==> src/rtl/core/vtg_pkg.sv <==
// ----------------------------------------------------------------------------
// Vario tone generator package
// Shared widths, defaults, register indexes and arithmetic constants.
// ----------------------------------------------------------------------------
package vtg_pkg;

  // Default values for the top-level parameters.
  localparam int SAMPLE_RATE_HZ_DEF   = 48000;
  localparam int SINE_TABLE_DEPTH_DEF = 1024;
  localparam int PHASE_BITS_DEF       = 32;

  // Field widths.
  localparam int VARIO_W  = 12;
  localparam int SAMPLE_W = 16;
  localparam int CFG_W    = 12;

  // Configuration register indexes.
  localparam int CFG_IDX_W = 1;
  localparam logic [CFG_IDX_W-1:0] CFG_SINK  = 1'b0;
  localparam logic [CFG_IDX_W-1:0] CFG_CLIMB = 1'b1;

  localparam int SINK_RESET  = -100;
  localparam int CLIMB_RESET = 10;

  // Serial arithmetic unit widths.
  localparam int MUL_B_W = 16;
  localparam int DIV_D_W = 25;

  // Sine polynomial coefficients in Q15.
  localparam int SIN_A = 51472;
  localparam int SIN_B = 21024;
  localparam int SIN_C = 2320;
  localparam int SIN_MAX = 32767;
  localparam int QUARTER = 16384;

  // Tone schedule, frequencies in 0.1 Hz and durations in ms (D10_* in 0.1 ms).
  localparam int F10_SINK   = 4400;
  localparam int MS_SINK    = 800;
  localparam int MS_MIN     = 50;
  localparam int F10_BASE   = 7500;
  localparam int F10_SLOPE  = 29;
  localparam int F10_MAX    = 22000;
  localparam int D10_BASE   = 4000;
  localparam int D10_SLOPE  = 7;
  localparam int D10_MIN    = 500;
  localparam int TENTHS     = 10;
  localparam int MS_PER_SEC = 1000;

  // Vibrato depth scaling: 0.1% of the step in Q15.
  localparam int VIB_DIVISOR = 32768000;
  localparam int VIB_HALF    = 16384000;
  localparam int VIB_CYCLES  = 3;

endpackage

==> src/rtl/core/vtg_if.sv <==
// ----------------------------------------------------------------------------
// Vario tone generator channels
// Valid/ready channels for input ticks and output audio samples.
// ----------------------------------------------------------------------------
interface vtg_tick_if;
  logic                                valid;
  logic                                ready;
  logic signed [vtg_pkg::VARIO_W-1:0]  vario;
  logic                                running;

  modport source (output valid, output vario, output running, input ready);
  modport sink (input valid, input vario, input running, output ready);
endinterface

interface vtg_audio_if;
  logic                                valid;
  logic                                ready;
  logic signed [vtg_pkg::SAMPLE_W-1:0] sample;
  logic                                tone_on;
  logic                                period_start;

  modport source (output valid, output sample, output tone_on, output period_start,
                  input ready);
  modport sink (input valid, input sample, input tone_on, input period_start,
                output ready);
endinterface

==> src/rtl/core/vario_tone_generator_core.sv <==
// ----------------------------------------------------------------------------
// Vario tone generator core: one audio sample per accepted tick.
// Silent ticks outside a period start skip the arithmetic; a tone tick runs 10
// multiplies and 2 divides on the bit-serial units; a period start adds up to 4
// divides and 1 multiply. Sync reset, no clearing pass.
// ----------------------------------------------------------------------------
module vario_tone_generator_core #(
  parameter int SAMPLE_RATE_HZ   = vtg_pkg::SAMPLE_RATE_HZ_DEF,
  parameter int SINE_TABLE_DEPTH = vtg_pkg::SINE_TABLE_DEPTH_DEF,
  parameter int PHASE_BITS       = vtg_pkg::PHASE_BITS_DEF
) (
  input  logic                            clk,
  input  logic                            rst,
  input  logic                            cfg_we,
  input  logic [vtg_pkg::CFG_IDX_W-1:0]   cfg_index,
  input  logic [vtg_pkg::CFG_W-1:0]       cfg_data,
  vtg_tick_if.sink                        tick,
  vtg_audio_if.source                     audio
);

  // Derived sizes. The sine table depth must be a power of two; the block itself
  // does not enforce this. The table index is simply the top bits of the phase word.
  localparam int PB  = PHASE_BITS;
  localparam int BW  = vtg_pkg::MUL_B_W;
  localparam int DW  = PB + BW;
  localparam int DVW = vtg_pkg::DIV_D_W;
  localparam int LD  = $clog2(SINE_TABLE_DEPTH);
  localparam int AMP = SAMPLE_RATE_HZ / 100;

  // Sequencer states. Each arithmetic state launches its unit once and
  // waits for the done pulse before moving on.
  typedef enum logic [15:0] {
    S_IDLE    = 16'h0001,
    S_START   = 16'h0002,
    S_MS_DIV  = 16'h0004,
    S_FR_MUL  = 16'h0008,
    S_FR_DIV  = 16'h0010,
    S_PS_DIV  = 16'h0020,
    S_VS_DIV  = 16'h0040,
    S_SIN_T2  = 16'h0080,
    S_SIN_P1  = 16'h0100,
    S_SIN_P2  = 16'h0200,
    S_SIN_Y   = 16'h0400,
    S_ENV_MUL = 16'h0800,
    S_ENV_DIV = 16'h1000,
    S_VIB_MUL = 16'h2000,
    S_VIB_DIV = 16'h4000,
    S_DONE    = 16'h8000
  } state_t;

  state_t state;
  logic   issued;

  // Configuration registers.
  logic signed [vtg_pkg::CFG_W-1:0] sink_thr;
  logic signed [vtg_pkg::CFG_W-1:0] climb_thr;

  // Latched tick payload.
  logic signed [vtg_pkg::VARIO_W-1:0] vl;
  logic                               run_l;

  // Architectural state.
  logic [PB-1:0] tone_phase;
  logic [PB-1:0] phase_step;
  logic [PB-1:0] vibrato_phase;
  logic [PB-1:0] vibrato_step;
  logic [15:0]   sample_index;
  logic [15:0]   period_frames;
  logic          beep_toggle;
  logic          tone_active;
  logic          was_running;

  // Working registers of the sequencer.
  logic          tone_pend;
  logic [14:0]   f10;
  logic [10:0]   ms;
  logic [15:0]   frames;
  logic          sin_sel;
  logic [15:0]   t2;
  logic [15:0]   poly;
  logic [14:0]   qs_mag;
  logic          qs_neg;
  logic [14:0]   vs_mag;
  logic          vs_neg;

  // Result being built and the output register.
  logic signed [vtg_pkg::SAMPLE_W-1:0] smp;
  logic                                on_r;
  logic                                ps_r;
  logic                                out_valid;
  logic signed [vtg_pkg::SAMPLE_W-1:0] out_sample;
  logic                                out_tone;
  logic                                out_ps;

  // Shared serial units.
  logic            mul_start;
  logic [PB-1:0]   mul_a;
  logic [BW-1:0]   mul_b;
  logic [DW-1:0]   mul_prod;
  logic            mul_done;
  logic            div_start;
  logic [DW-1:0]   div_dd;
  logic [DVW-1:0]  div_dv;
  logic [DW-1:0]   div_quo;
  logic            div_done;

  vtg_mul #(.A_W(PB), .B_W(BW)) u_mul (
    .clk(clk), .rst(rst), .start(mul_start), .a(mul_a), .b(mul_b),
    .product(mul_prod), .done(mul_done)
  );

  vtg_div #(.N_W(DW), .D_W(DVW)) u_div (
    .clk(clk), .rst(rst), .start(div_start), .dividend(div_dd), .divisor(div_dv),
    .quotient(div_quo), .done(div_done)
  );

  // Period decision from the latched climb rate.
  logic               ge_climb;
  logic               le_sink;
  logic signed [17:0] f_raw;
  logic signed [15:0] d10;
  logic [14:0]        f_clamp;
  logic               new_period;

  always_comb begin
    ge_climb = (vl >= climb_thr);
    le_sink  = (vl <= sink_thr);
    f_raw    = 18'(vtg_pkg::F10_BASE) + 18'(vtg_pkg::F10_SLOPE) * 18'(vl);
    d10      = 16'(vtg_pkg::D10_BASE) - 16'(vtg_pkg::D10_SLOPE) * 16'(vl);
    if (f_raw < 18'(vtg_pkg::F10_BASE)) begin
      f_clamp = 15'(vtg_pkg::F10_BASE);
    end else if (f_raw > 18'(vtg_pkg::F10_MAX)) begin
      f_clamp = 15'(vtg_pkg::F10_MAX);
    end else begin
      f_clamp = f_raw[14:0];
    end
    new_period = !was_running || (period_frames == 16'd0) ||
                 (sample_index >= period_frames);
  end

  // Sine front end: quadrant fold of the quantized phase.
  logic [PB-1:0] ph;
  logic [15:0]   u16;
  logic [1:0]    quad;
  logic [14:0]   r15;
  logic [15:0]   t;
  logic [16:0]   y17;
  logic [14:0]   ysat;

  always_comb begin
    ph   = sin_sel ? vibrato_phase : tone_phase;
    u16  = {ph[PB-1 -: LD], {(16-LD){1'b0}}};
    quad = u16[15:14];
    r15  = quad[0] ? (15'(vtg_pkg::QUARTER) - {1'b0, u16[13:0]}) : {1'b0, u16[13:0]};
    t    = {r15, 1'b0};
    y17  = mul_prod[31:15];
    ysat = (y17 > 17'(vtg_pkg::SIN_MAX)) ? 15'(vtg_pkg::SIN_MAX) : y17[14:0];
  end

  // Attack and release envelope.
  logic signed [16:0] n_minus_a;
  logic [15:0]        env;

  always_comb begin
    n_minus_a = $signed({1'b0, period_frames}) - 17'sd1 * 17'(AMP);
    if (sample_index < 16'(AMP)) begin
      env = sample_index;
    end else if ($signed({1'b0, sample_index}) > n_minus_a) begin
      env = period_frames - sample_index;
    end else begin
      env = 16'(AMP);
    end
  end

  // Frame count with saturation (zero becomes one) and the signed vibrato offset.
  logic [15:0] frames_q;
  logic [PB-1:0] vib_q;

  always_comb begin
    if (|div_quo[DW-1:16]) begin
      frames_q = 16'hFFFF;
    end else if (div_quo[15:0] == 16'd0) begin
      frames_q = 16'd1;
    end else begin
      frames_q = div_quo[15:0];
    end
    vib_q = vs_neg ? (~div_quo[PB-1:0] + 1'b1) : div_quo[PB-1:0];
  end

  // Operand selection for the shared units.
  always_comb begin
    mul_a = '0;
    mul_b = '0;
    div_dd = '0;
    div_dv = DVW'(1);
    case (state)
      S_FR_MUL: begin
        mul_a = PB'(SAMPLE_RATE_HZ);
        mul_b = BW'(ms);
      end
      S_SIN_T2: begin
        mul_a = PB'(t);
        mul_b = t;
      end
      S_SIN_P1: begin
        mul_a = PB'(vtg_pkg::SIN_C);
        mul_b = t2;
      end
      S_SIN_P2: begin
        mul_a = PB'(poly);
        mul_b = t2;
      end
      S_SIN_Y: begin
        mul_a = PB'(poly);
        mul_b = t;
      end
      S_ENV_MUL: begin
        mul_a = PB'(qs_mag);
        mul_b = env;
      end
      S_VIB_MUL: begin
        mul_a = phase_step;
        mul_b = {1'b0, vs_mag};
      end
      S_MS_DIV: begin
        div_dd = DW'($unsigned(d10));
        div_dv = DVW'(vtg_pkg::TENTHS);
      end
      S_FR_DIV: begin
        div_dd = mul_prod;
        div_dv = DVW'(vtg_pkg::MS_PER_SEC);
      end
      S_PS_DIV: begin
        div_dd = (DW'(f10) << PB) + DW'(5 * SAMPLE_RATE_HZ);
        div_dv = DVW'(10 * SAMPLE_RATE_HZ);
      end
      S_VS_DIV: begin
        div_dd = (DW'(vtg_pkg::VIB_CYCLES) << PB) + DW'(frames >> 1);
        div_dv = DVW'(frames);
      end
      S_ENV_DIV: begin
        div_dd = mul_prod;
        div_dv = DVW'(2 * AMP);
      end
      S_VIB_DIV: begin
        div_dd = mul_prod + DW'(vtg_pkg::VIB_HALF);
        div_dv = DVW'(vtg_pkg::VIB_DIVISOR);
      end
      default: begin
      end
    endcase
  end

  always_comb begin
    mul_start = !issued && (state == S_FR_MUL || state == S_SIN_T2 ||
                            state == S_SIN_P1 || state == S_SIN_P2 ||
                            state == S_SIN_Y  || state == S_ENV_MUL ||
                            state == S_VIB_MUL);
    div_start = !issued && (state == S_MS_DIV || state == S_FR_DIV ||
                            state == S_PS_DIV || state == S_VS_DIV ||
                            state == S_ENV_DIV || state == S_VIB_DIV);
  end

  logic unit_done;
  assign unit_done = mul_done || div_done;

  // Configuration writes.
  always_ff @(posedge clk) begin
    if (rst) begin
      sink_thr  <= 12'(vtg_pkg::SINK_RESET);
      climb_thr <= 12'(vtg_pkg::CLIMB_RESET);
    end else if (cfg_we) begin
      case (cfg_index)
        vtg_pkg::CFG_SINK:  sink_thr  <= cfg_data;
        vtg_pkg::CFG_CLIMB: climb_thr <= cfg_data;
        default: begin
        end
      endcase
    end
  end

  // Sequencer. A tick is taken only in IDLE; the finished sample waits in
  // the output register, so the next tick can be taken while it is pending.
  always_ff @(posedge clk) begin
    if (rst) begin
      state         <= S_IDLE;
      issued        <= 1'b0;
      tone_phase    <= '0;
      phase_step    <= '0;
      vibrato_phase <= '0;
      vibrato_step  <= '0;
      sample_index  <= '0;
      period_frames <= '0;
      beep_toggle   <= 1'b0;
      tone_active   <= 1'b0;
      was_running   <= 1'b0;
      out_valid     <= 1'b0;
    end else begin
      // In DONE the output register is reloaded below in the same cycle.
      if (audio.valid && audio.ready && (state != S_DONE)) begin
        out_valid <= 1'b0;
      end
      case (state)
        S_IDLE: begin
          if (tick.valid) begin
            vl    <= tick.vario;
            run_l <= tick.running;
            state <= S_START;
          end
        end
        S_START: begin
          smp  <= '0;
          on_r <= 1'b0;
          ps_r <= run_l && new_period;
          if (!run_l) begin
            was_running   <= 1'b0;
            sample_index  <= '0;
            period_frames <= '0;
            tone_active   <= 1'b0;
            state         <= S_DONE;
          end else if (new_period) begin
            if (ge_climb) begin
              tone_pend   <= beep_toggle;
              beep_toggle <= !beep_toggle;
              if (le_sink) begin
                f10   <= 15'(vtg_pkg::F10_SINK);
                ms    <= 11'(vtg_pkg::MS_SINK);
                state <= S_FR_MUL;
              end else begin
                f10 <= f_clamp;
                if (d10 < 16'(vtg_pkg::D10_MIN)) begin
                  ms    <= 11'(vtg_pkg::MS_MIN);
                  state <= S_FR_MUL;
                end else begin
                  state <= S_MS_DIV;
                end
              end
            end else if (le_sink) begin
              tone_pend <= 1'b1;
              f10       <= 15'(vtg_pkg::F10_SINK);
              ms        <= 11'(vtg_pkg::MS_SINK);
              state     <= S_FR_MUL;
            end else begin
              tone_pend   <= 1'b0;
              beep_toggle <= 1'b0;
              ms          <= 11'(vtg_pkg::MS_MIN);
              state       <= S_FR_MUL;
            end
          end else if (tone_active) begin
            sin_sel <= 1'b0;
            state   <= S_SIN_T2;
          end else begin
            state <= S_DONE;
          end
        end
        S_DONE: begin
          if (!out_valid || audio.ready) begin
            out_valid  <= 1'b1;
            out_sample <= smp;
            out_tone   <= on_r;
            out_ps     <= ps_r;
            if (run_l) begin
              was_running <= 1'b1;
              if (sample_index != 16'hFFFF) begin
                sample_index <= sample_index + 1'b1;
              end
            end
            state <= S_IDLE;
          end
        end
        default: begin
          // Arithmetic states: launch once, then act on the done pulse.
          if (!issued) begin
            issued <= 1'b1;
          end else if (unit_done) begin
            issued <= 1'b0;
            case (state)
              S_MS_DIV: begin
                ms    <= div_quo[10:0];
                state <= S_FR_MUL;
              end
              S_FR_MUL: state <= S_FR_DIV;
              S_FR_DIV: begin
                frames <= frames_q;
                if (tone_pend) begin
                  state <= S_PS_DIV;
                end else begin
                  period_frames <= frames_q;
                  sample_index  <= '0;
                  tone_active   <= 1'b0;
                  state         <= S_DONE;
                end
              end
              S_PS_DIV: begin
                phase_step <= div_quo[PB-1:0];
                state      <= S_VS_DIV;
              end
              S_VS_DIV: begin
                vibrato_step  <= div_quo[PB-1:0];
                vibrato_phase <= '0;
                period_frames <= frames;
                sample_index  <= '0;
                tone_active   <= 1'b1;
                sin_sel       <= 1'b0;
                state         <= S_SIN_T2;
              end
              S_SIN_T2: begin
                t2    <= mul_prod[30:15];
                state <= S_SIN_P1;
              end
              S_SIN_P1: begin
                poly  <= 16'(vtg_pkg::SIN_B) - mul_prod[30:15];
                state <= S_SIN_P2;
              end
              S_SIN_P2: begin
                poly  <= 16'(vtg_pkg::SIN_A) - mul_prod[30:15];
                state <= S_SIN_Y;
              end
              S_SIN_Y: begin
                if (!sin_sel) begin
                  qs_mag <= ysat;
                  qs_neg <= quad[1];
                  state  <= S_ENV_MUL;
                end else begin
                  vs_mag <= ysat;
                  vs_neg <= quad[1];
                  state  <= S_VIB_MUL;
                end
              end
              S_ENV_MUL: state <= S_ENV_DIV;
              S_ENV_DIV: begin
                smp     <= qs_neg ? -$signed(div_quo[15:0]) : $signed(div_quo[15:0]);
                sin_sel <= 1'b1;
                state   <= S_SIN_T2;
              end
              S_VIB_MUL: state <= S_VIB_DIV;
              S_VIB_DIV: begin
                tone_phase    <= tone_phase + phase_step + vib_q;
                vibrato_phase <= vibrato_phase + vibrato_step;
                on_r          <= 1'b1;
                state         <= S_DONE;
              end
              default: state <= S_IDLE;
            endcase
          end
        end
      endcase
    end
  end

  assign tick.ready         = (state == S_IDLE);
  assign audio.valid        = out_valid;
  assign audio.sample       = out_sample;
  assign audio.tone_on      = out_tone;
  assign audio.period_start = out_ps;

`ifndef SYNTHESIS
  // The multiplier only finishes while the sequencer waits on it.
  assert property (@(posedge clk) disable iff (rst)
    mul_done |-> (state == S_FR_MUL || state == S_SIN_T2 || state == S_SIN_P1 ||
                  state == S_SIN_P2 || state == S_SIN_Y || state == S_ENV_MUL ||
                  state == S_VIB_MUL))
    else $error("multiplier finished outside a multiply step");

  // A silent period never produces a nonzero sample.
  assert property (@(posedge clk) disable iff (rst)
    (audio.valid && !audio.tone_on) |-> (audio.sample == '0))
    else $error("nonzero sample without a tone");

  // A tone period always has a frame count.
  assert property (@(posedge clk) disable iff (rst)
    tone_active |-> (period_frames != 16'd0))
    else $error("tone active with empty period");
`endif

endmodule

==> src/rtl/core/vtg_mul.sv <==
// ----------------------------------------------------------------------------
// Vario tone generator serial multiplier
// Unsigned shift-add multiplier, one multiplier bit per cycle.
// ----------------------------------------------------------------------------
module vtg_mul #(
  parameter int A_W = vtg_pkg::PHASE_BITS_DEF,
  parameter int B_W = vtg_pkg::MUL_B_W
) (
  input  logic             clk,
  input  logic             rst,
  input  logic             start,
  input  logic [A_W-1:0]   a,
  input  logic [B_W-1:0]   b,
  output logic [A_W+B_W-1:0] product,
  output logic             done
);

  localparam int CNT_W = $clog2(B_W + 1);

  logic [A_W+B_W-1:0] p;
  logic [A_W-1:0]     mcand;
  logic [CNT_W-1:0]   cnt;
  logic               busy;
  logic [A_W:0]       hi;

  always_comb begin
    hi = {1'b0, p[A_W+B_W-1:B_W]} + (p[0] ? {1'b0, mcand} : {(A_W+1){1'b0}});
  end

  always_ff @(posedge clk) begin
    if (rst) begin
      busy <= 1'b0;
      done <= 1'b0;
      cnt  <= '0;
    end else begin
      done <= 1'b0;
      if (start) begin
        busy <= 1'b1;
        cnt  <= CNT_W'(B_W);
      end else if (busy) begin
        cnt <= cnt - 1'b1;
        if (cnt == CNT_W'(1)) begin
          busy <= 1'b0;
          done <= 1'b1;
        end
      end
    end
  end

  always_ff @(posedge clk) begin
    if (start) begin
      p     <= {{A_W{1'b0}}, b};
      mcand <= a;
    end else if (busy) begin
      p <= {hi, p[B_W-1:1]};
    end
  end

  assign product = p;

endmodule

==> src/rtl/core/vtg_div.sv <==
// ----------------------------------------------------------------------------
// Vario tone generator serial divider
// Unsigned restoring divider, one quotient bit per cycle.
// ----------------------------------------------------------------------------
module vtg_div #(
  parameter int N_W = vtg_pkg::PHASE_BITS_DEF + vtg_pkg::MUL_B_W,
  parameter int D_W = vtg_pkg::DIV_D_W
) (
  input  logic           clk,
  input  logic           rst,
  input  logic           start,
  input  logic [N_W-1:0] dividend,
  input  logic [D_W-1:0] divisor,
  output logic [N_W-1:0] quotient,
  output logic           done
);

  localparam int CNT_W = $clog2(N_W + 1);

  logic [N_W-1:0]   quo;
  logic [D_W-1:0]   rem;
  logic [D_W-1:0]   dvs;
  logic [CNT_W-1:0] cnt;
  logic             busy;
  logic [D_W:0]     trial;
  logic [D_W:0]     diff;
  logic             ge;

  always_comb begin
    trial = {rem, quo[N_W-1]};
    diff  = trial - {1'b0, dvs};
    ge    = (trial >= {1'b0, dvs});
  end

  always_ff @(posedge clk) begin
    if (rst) begin
      busy <= 1'b0;
      done <= 1'b0;
      cnt  <= '0;
    end else begin
      done <= 1'b0;
      if (start) begin
        busy <= 1'b1;
        cnt  <= CNT_W'(N_W);
      end else if (busy) begin
        cnt <= cnt - 1'b1;
        if (cnt == CNT_W'(1)) begin
          busy <= 1'b0;
          done <= 1'b1;
        end
      end
    end
  end

  always_ff @(posedge clk) begin
    if (start) begin
      quo <= dividend;
      rem <= '0;
      dvs <= divisor;
    end else if (busy) begin
      rem <= ge ? diff[D_W-1:0] : trial[D_W-1:0];
      quo <= {quo[N_W-2:0], ge};
    end
  end

  assign quotient = quo;

endmodule
==> src/flat_wrapper.sv <==
// flat-port wrapper written by rule: the top's interface ports become plain ports
module vario_tone_generator_core_flat 
#(
  parameter int SAMPLE_RATE_HZ   = vtg_pkg::SAMPLE_RATE_HZ_DEF,
  parameter int SINE_TABLE_DEPTH = vtg_pkg::SINE_TABLE_DEPTH_DEF,
  parameter int PHASE_BITS       = vtg_pkg::PHASE_BITS_DEF
)
  (clk, rst, cfg_we, cfg_index, cfg_data, tick_valid, tick_vario, tick_running, tick_ready, audio_valid, audio_sample, audio_tone_on, audio_period_start, audio_ready);
  vtg_tick_if tick_i ();
  vtg_audio_if audio_i ();
  input  logic clk;
  input  logic rst;
  input  logic cfg_we;
  input  logic [vtg_pkg::CFG_IDX_W-1:0] cfg_index;
  input  logic [vtg_pkg::CFG_W-1:0] cfg_data;
  input wire logic [$bits(tick_i.valid)-1:0] tick_valid;
  input wire logic [$bits(tick_i.vario)-1:0] tick_vario;
  input wire logic [$bits(tick_i.running)-1:0] tick_running;
  output wire logic [$bits(tick_i.ready)-1:0] tick_ready;
  output wire logic [$bits(audio_i.valid)-1:0] audio_valid;
  output wire logic [$bits(audio_i.sample)-1:0] audio_sample;
  output wire logic [$bits(audio_i.tone_on)-1:0] audio_tone_on;
  output wire logic [$bits(audio_i.period_start)-1:0] audio_period_start;
  input wire logic [$bits(audio_i.ready)-1:0] audio_ready;
  assign tick_i.valid = tick_valid;
  assign tick_i.vario = tick_vario;
  assign tick_i.running = tick_running;
  assign tick_ready = tick_i.ready;
  assign audio_valid = audio_i.valid;
  assign audio_sample = audio_i.sample;
  assign audio_tone_on = audio_i.tone_on;
  assign audio_period_start = audio_i.period_start;
  assign audio_i.ready = audio_ready;
  vario_tone_generator_core #(.SAMPLE_RATE_HZ(SAMPLE_RATE_HZ), .SINE_TABLE_DEPTH(SINE_TABLE_DEPTH), .PHASE_BITS(PHASE_BITS)) u_core (.clk(clk), .rst(rst), .cfg_we(cfg_we), .cfg_index(cfg_index), .cfg_data(cfg_data), .tick(tick_i), .audio(audio_i));
endmodule
==> config.mk <==
export PLATFORM = sky130hd
export DESIGN_NAME = vario_tone_generator_core_flat
export DESIGN_NICKNAME = d
export VERILOG_FILES = /design/src/rtl/core/vtg_pkg.sv /design/src/rtl/core/vtg_if.sv /design/src/rtl/core/vario_tone_generator_core.sv /design/src/rtl/core/vtg_mul.sv /design/src/rtl/core/vtg_div.sv /design/src/flat_wrapper.sv
export SDC_FILE = /design/constraint.sdc
export NUM_CORES = 2
export LEC_CHECK = 0
export ABC_CLOCK_PERIOD_IN_PS = 9300
export BUFFER_PORTS_ARGS = -buffer_cell sky130_fd_sc_hd__buf_4
export CORE_MARGIN = 5
export CORE_UTILIZATION = 54
export DETAILED_ROUTE_END_ITERATION = 16
export GPL_TIMING_DRIVEN = 0
export PLACE_DENSITY = 0.7
export SLEW_MARGIN = 20
export SYNTH_ARGS = -nofsm -noshare
export SYNTH_HDL_FRONTEND = slang
export SYNTH_SLANG_ARGS = --single-unit
==> constraint.sdc <==
create_clock -name clk -period 9.3 [get_ports clk]
set_input_delay 1.86 -clock clk [delete_from_list [all_inputs] [get_ports clk]]
set_output_delay 1.86 -clock clk [all_outputs]
set_load 0.05 [all_outputs]
[Yosys cells after proc, flatten, opt, wreduce, memory -nomap -nowiden]
Cells that the tools add are included.
Word-level totals
  input bits: 31
  register bits: 555
  output and inout bits: 20
  word-level logic and storage cells: 311
Cells by class
  muxes and demuxes: 109
  equal/unequal tests: 33
  reductions and logical operators: 81
  $mul: 2
  add/sub/neg operators: 20
  bitwise operators: 9
  $lt $le $gt $ge: 10
Operator list (number)
  2-to-1 mux 16 bit: 30
  case mux 48 bit (5 select lines): 1
  case mux 16 bit (12 select lines): 1
  case mux 32 bit (6 select lines): 1
  case mux 16 bit (2 select lines): 5
  case mux 25 bit (6 select lines): 1
  2-to-1 mux 15 bit: 7
  adder 32 bit: 3
  2-to-1 mux 32 bit: 3
  2-to-1 mux 48 bit: 2
  case mux 16 bit (3 select lines): 2
  2-to-1 mux 11 bit: 8
  case mux 16 bit (5 select lines): 1
  case mux 32 bit (2 select lines): 1
  adder 47 x 18 -> 48 bit (second input constant): 1
  adder 48 x 24 -> 48 bit (second input constant): 1
  adder 34 x 15 -> 35 bit (first input constant): 1
  adder 32 x 32 -> 33 bit: 1
  adder 32 x 1 -> 32 bit (second input constant): 1
  logical NOT 16 bit: 2
  != test 16 bit (second input constant): 2
  NOT 32 bit: 1
  AND reduction 4 bit: 8
  OR reduction 32 bit: 1
  70 further kinds: 179

[Longest topological paths before layout]
  word-level depth: 9
  depth in mapped cells: 25
  gate-level depth less buffers: 24

[Modules after synthesis]
A second synthesis with hierarchy kept.
Second synthesis, totals
  cells, all modules: 3981
  area total of the unflattened synthesis: 36397.4 um^2
Modules (own cells, without submodules)
  vario_tone_generator_core: seq. area each 8818.5 um^2, times used 1, area each 25600.8 um^2, cells an instance 2965
  vtg_div: seq. area each 2852.7 um^2, times used 1, area each 5873.1 um^2, cells an instance 531
  vtg_mul: seq. area each 2222.1 um^2, times used 1, area each 4923.5 um^2, cells an instance 485

[Worst setup path after synthesis]
No wires, ideal clock.
  path type: reg-to-reg
  from: register u_core.u_div.quo[1], in the netlist u_core.u_div.quotient[1]
  to: register u_core.tone_phase[29]
  period minus slack after synthesis: 5.324 ns
  data required time: 9.183 ns
  path buffers: 1
  arrival time: 5.207 ns
  library setup time: 0.117 ns
  setup slack: 3.976 ns
  cell stages (with the launch flop): 24
  cells stage by stage: edfxtp_1 -> clkbuf_1 -> inv_1 -> ha_1 -> nand2_2 -> or3_4 -> or3_4 -> or3_4 -> or2_4 -> or4_1 -> nand2_1 -> xor2_1 -> fa_1 -> inv_1 -> ha_1 -> o21a_1 -> o2111ai_1 -> a211oi_1 -> nor3_1 -> o31ai_1 -> a31o_2 -> a21oi_1 -> xnor2_1 -> a22o_1
On the way
  longest elaborated chain between the ends: 4
RTL lines
  from (decl): line vtg_div.sv:20  | logic [N_W-1:0] quo;
  from (signal assigned): line vtg_div.sv:57  | quo <= dividend;
  from (signal assigned): line vtg_div.sv:62  | quo <= {quo[N_W-2:0], ge};
  NOT 32 bit: line vario_tone_generator_core.sv:187  | vib_q = vs_neg ? (~div_quo[PB-1:0] + 1'b1) : div_quo[PB-1:0];
  adder 32 x 1 -> 32 bit: line vario_tone_generator_core.sv:187
  2-to-1 mux 32 bit *: line vario_tone_generator_core.sv:187
  adder 32 bit *: line vario_tone_generator_core.sv:438  | tone_phase <= tone_phase + phase_step + vib_q;
  to (signal assigned): line vario_tone_generator_core.sv:438
  to (decl): line vario_tone_generator_core.sv:63  | logic [PB-1:0] tone_phase;
Every way passes the cells marked *; elsewhere a longest branch is shown, timed or not.
A chain may end at the register's enable or synchronous reset.

[Worst setup path in the final report]
  from: register u_core.u_div.quo[1], in the netlist u_core.u_div.quotient[1]
  to: register u_core.tone_phase[27]
The elaborated chain is that of the path after synthesis.

==> run metrics <==
status=completed; RSZ-0062 raised after global routing=no; number of iterations in the first detailed-routing pass=6; Clk network pwr share=0.298; Yosys reg bits=549; Sequential Power Share=0.344; CTS tree=done; Compound-Gate Fraction of Synth Area=0.179; simple-gate share of the synthesized area=0.172; fill cell count=5797; clk sinks=549; crit share post-route=0.715; hold buffer count at CTS=0; Clock H-tree levels=2; NetSw=3.18 mW; CP max stage delay=0.71 ns; CP cell instances=clkbuf_1 > inv_1 > ha_1 > nand2_2 > or3_4 > or3_4 > or3_4 > or2_4 > or4_1 > nand2_1 > xor2_1 > fa_1 > inv_1 > ha_1 > o21a_1 > o2111ai_1 > a211oi_1 > nor3_1 > o31ai_1 > a41oi_1 > xnor2_1 > nand2_1 > a21oi_1; Final TNS setup=0 ns; peak supply drop=0.327 mV; post-synth top area cell=edfxtp_1; main combinational cell family by area after synthesis=compound AO/OA/AOI/OAI gates; Hold Vio Cnt, Final=0; share of layout cells above drive strength 1=0.0595; Slew @ Worst Pin=1.27 ns; Placer Congestion=1.00; syn avg cell area=8.87 um^2; Rows=94; Startpoint Class=flip-flop; clock latency on the worst-skew pair=0.66 ns; CTS Buf Count=60; most frequent cell after synthesis=nand2_1; register area=13700 um^2; multi-input logic area=19900 um^2; Vias/cell=6.15; area grow syn2layout=10.6%; Final ANT Viol Nets=0; Iter 0 DRT Violations=3697; final WL=114 mm; Clock transition at path regs=0.06 ns; Initial Utilization=0.544; P per Cell Area=215 nW/um^2; Die W=267 um; I/O pins=51; Syn Inst Count=4025; number of global-route vias before repair=29142; sw frac=0.374; WP data required=9.87 ns; Root Buffer=clkbuf_16; maxcap violations=0; synthesized area=35700 um^2; detailed placer's ending HPWL=87.9 mm; sequential fraction of the synthesis area=0.384; Slew Limit Fails=0; die area=71400 um^2; f_max=150 MHz; Crit path top cell by count=or3_4; Design Power=8.48 mW; commonest cells in the synthesized netlist=nand2_1, inv_1, a21oi_1, dfxtp_1, edfxtp_1; GR Util All Layers=0.308; P_leak=16.2 nW; worst-path fanout max=8; Final Skew=0.0300 ns; global-route wire length before repair=171 mm; Post-synth EDFFs=272; largest net degree at the start of global routing=36; DRC viols=0; vias=31151; Non-Filler Instances=5067; fin crit period=6.65 ns; CP arrival=7.22 ns; WL/cell=22.5 um; Post-Synth Adder-Cell Area=0.131; Placed Instances=4952; ys flop type=dfxtp_1; Crit. End Element=flip-flop; FFs w/ async S/R, synth=0; cell-internal power=5.31 mW; hold path cells=0; Hold Path Class=flip-flop to flip-flop; postcts setup bufs=0; crit path kind=flip-flop to flip-flop; Final setup viols=0; Synthesized Nets=4389; IO Port Bufs=49; Yosys warning count=0; Clock Path Buffers=3; Core Region=65600 um^2; xor/xnor share of the synthesized area=0.0557; share of total power in combinational logic=0.358; worst relative slew slack=0.151; PostCTS Resize Cnt=0; FF-to-FF path depth=23; Die Ht=267 um; Worst path slowest cell=o31ai_1; Synth top area share=0.229; nets=4514; Distinct cells, synth=92; GR Overflow Total=0; top cells by area, synth=edfxtp_1, dfxtp_1, ha_1; mux share of post-synthesis cell area=0.0184; antenna violations before repair=2
==> sequential cells by signal, summed over array words and instances (netlist names), 19 cells and up <==
register and cells:
u_core.u_mul.product 48, u_core.u_div.rem 25, u_core.phase_step 32, u_core.u_div.dvs 19
u_core.tone_phase 32, u_core.vibrato_step 32, u_core.u_mul.mcand 32, u_core.vibrato_phase 32
u_core.u_div.quotient 48
==> worst max-delay path, delay by kind of cell (launching register included) <==
| kind | cells | cell delay (ns) |
|---|---|---|
| and+or+nand+nor | 9 | 2.26 |
| AOI/OAI and AO/OA | 6 | 1.88 |
| adders and majority gates | 3 | 0.99 |
| xor gates and xnor gates | 2 | 0.54 |
| buffers and inverters | 3 | 0.52 |
| DFF | 1 | 0.35 |
==> per-layer routing <==
layer / vias to the layer above / track usage / wire (um)
met2: 1548 / 0.488 / 50300
li1: 14498 / - / -
met4: 2 / 0.159 / 7490
met3: 365 / 0.0660 / 11200
met5: - / 0 / 13
met1: 14738 / 0.400 / 44900
==> cell type report <==
type,count,area share
multi-input cells,2916,0.504
inverters,377,0.0358
diodes,1,0.0000634
repair buffers,63,0.0137
plain buffers,183,0.0184
clock buffers,87,0.0453
well taps,864,0.0274
flip-flops and latches,549,0.347
clock inverters,27,0.00798
==> through the flow <==
| stage | util | cell area [um^2] | hold slack, ns | worst slack (ns) |
|---|---|---|---|---|
| 2_1_floorplan | - | 35700 | 0.400 | 3.98 |
| 3_3_place_gp | 0.566 | 37200 | 0.404 | 2.81 |
| 3_5_place_dp | 0.570 | 37400 | 0.405 | 2.87 |
| 4_1_cts | 0.602 | 39500 | 0.418 | 2.83 |
| 5_1_grt | 0.602 | 39500 | 0.433 | 2.54 |
| 6_report | 0.602 | 39500 | 0.417 | 2.65 |
==> worst paths after layout <==
path	start	end	slack, ns
max	u_core.u_div.quotient[1]	u_core.tone_phase[27]	2.65
min	u_core.smp[4]	u_core.audio.sample[4]	0.42
max reg2reg	u_core.u_div.quotient[1]	u_core.tone_phase[27]	2.65
min reg2reg	u_core.smp[4]	u_core.audio.sample[4]	0.42
==> power by group through the flow <==
| stage | clock (mW) | sequential (mW) | combinational, mW |
|---|---|---|---|
| after detailed placement | 0 | 2.96 | 2.94 |
| after CTS | 2.55 | 2.91 | 2.96 |
| after global routing | 2.64 | 2.93 | 3.32 |
| after global placement | 0 | 2.96 | 2.89 |
| after floorplan | 0 | 2.88 | 2.14 |
| final | 2.53 | 2.92 | 3.03 |
==> layout by cell type, fill, tap and decap left out, types with 39 or more instances in the layout <==
| cell | instances |
|---|---|
| nor2_1 | 262 |
| a21oi_1 | 337 |
| fa_1 | 67 |
| dfxtp_1 | 277 |
| nor2b_1 | 40 |
| a211oi_1 | 44 |
| a21o_1 | 91 |
| nand2b_1 | 39 |
| edfxtp_1 | 272 |
| xor2_1 | 100 |
| buf_4 | 60 |
| xnor2_1 | 127 |
| o21ai_0 | 207 |
| mux2i_1 | 52 |
| nand2_1 | 480 |
| nand3_1 | 90 |
| and2_1 | 57 |
| inv_1 | 376 |
| ha_1 | 266 |
| clkbuf_16 | 65 |
| nor3_1 | 108 |
| clkbuf_1 | 169 |
==> cell families after synthesis <==
logic type	after synthesis
mux	64
simple gates	1286
compound gates	1006
flops	549
buf+inv	560
xor+xnor	227
fa+ha+maj	333
Power figures use the tool's default switching activity.
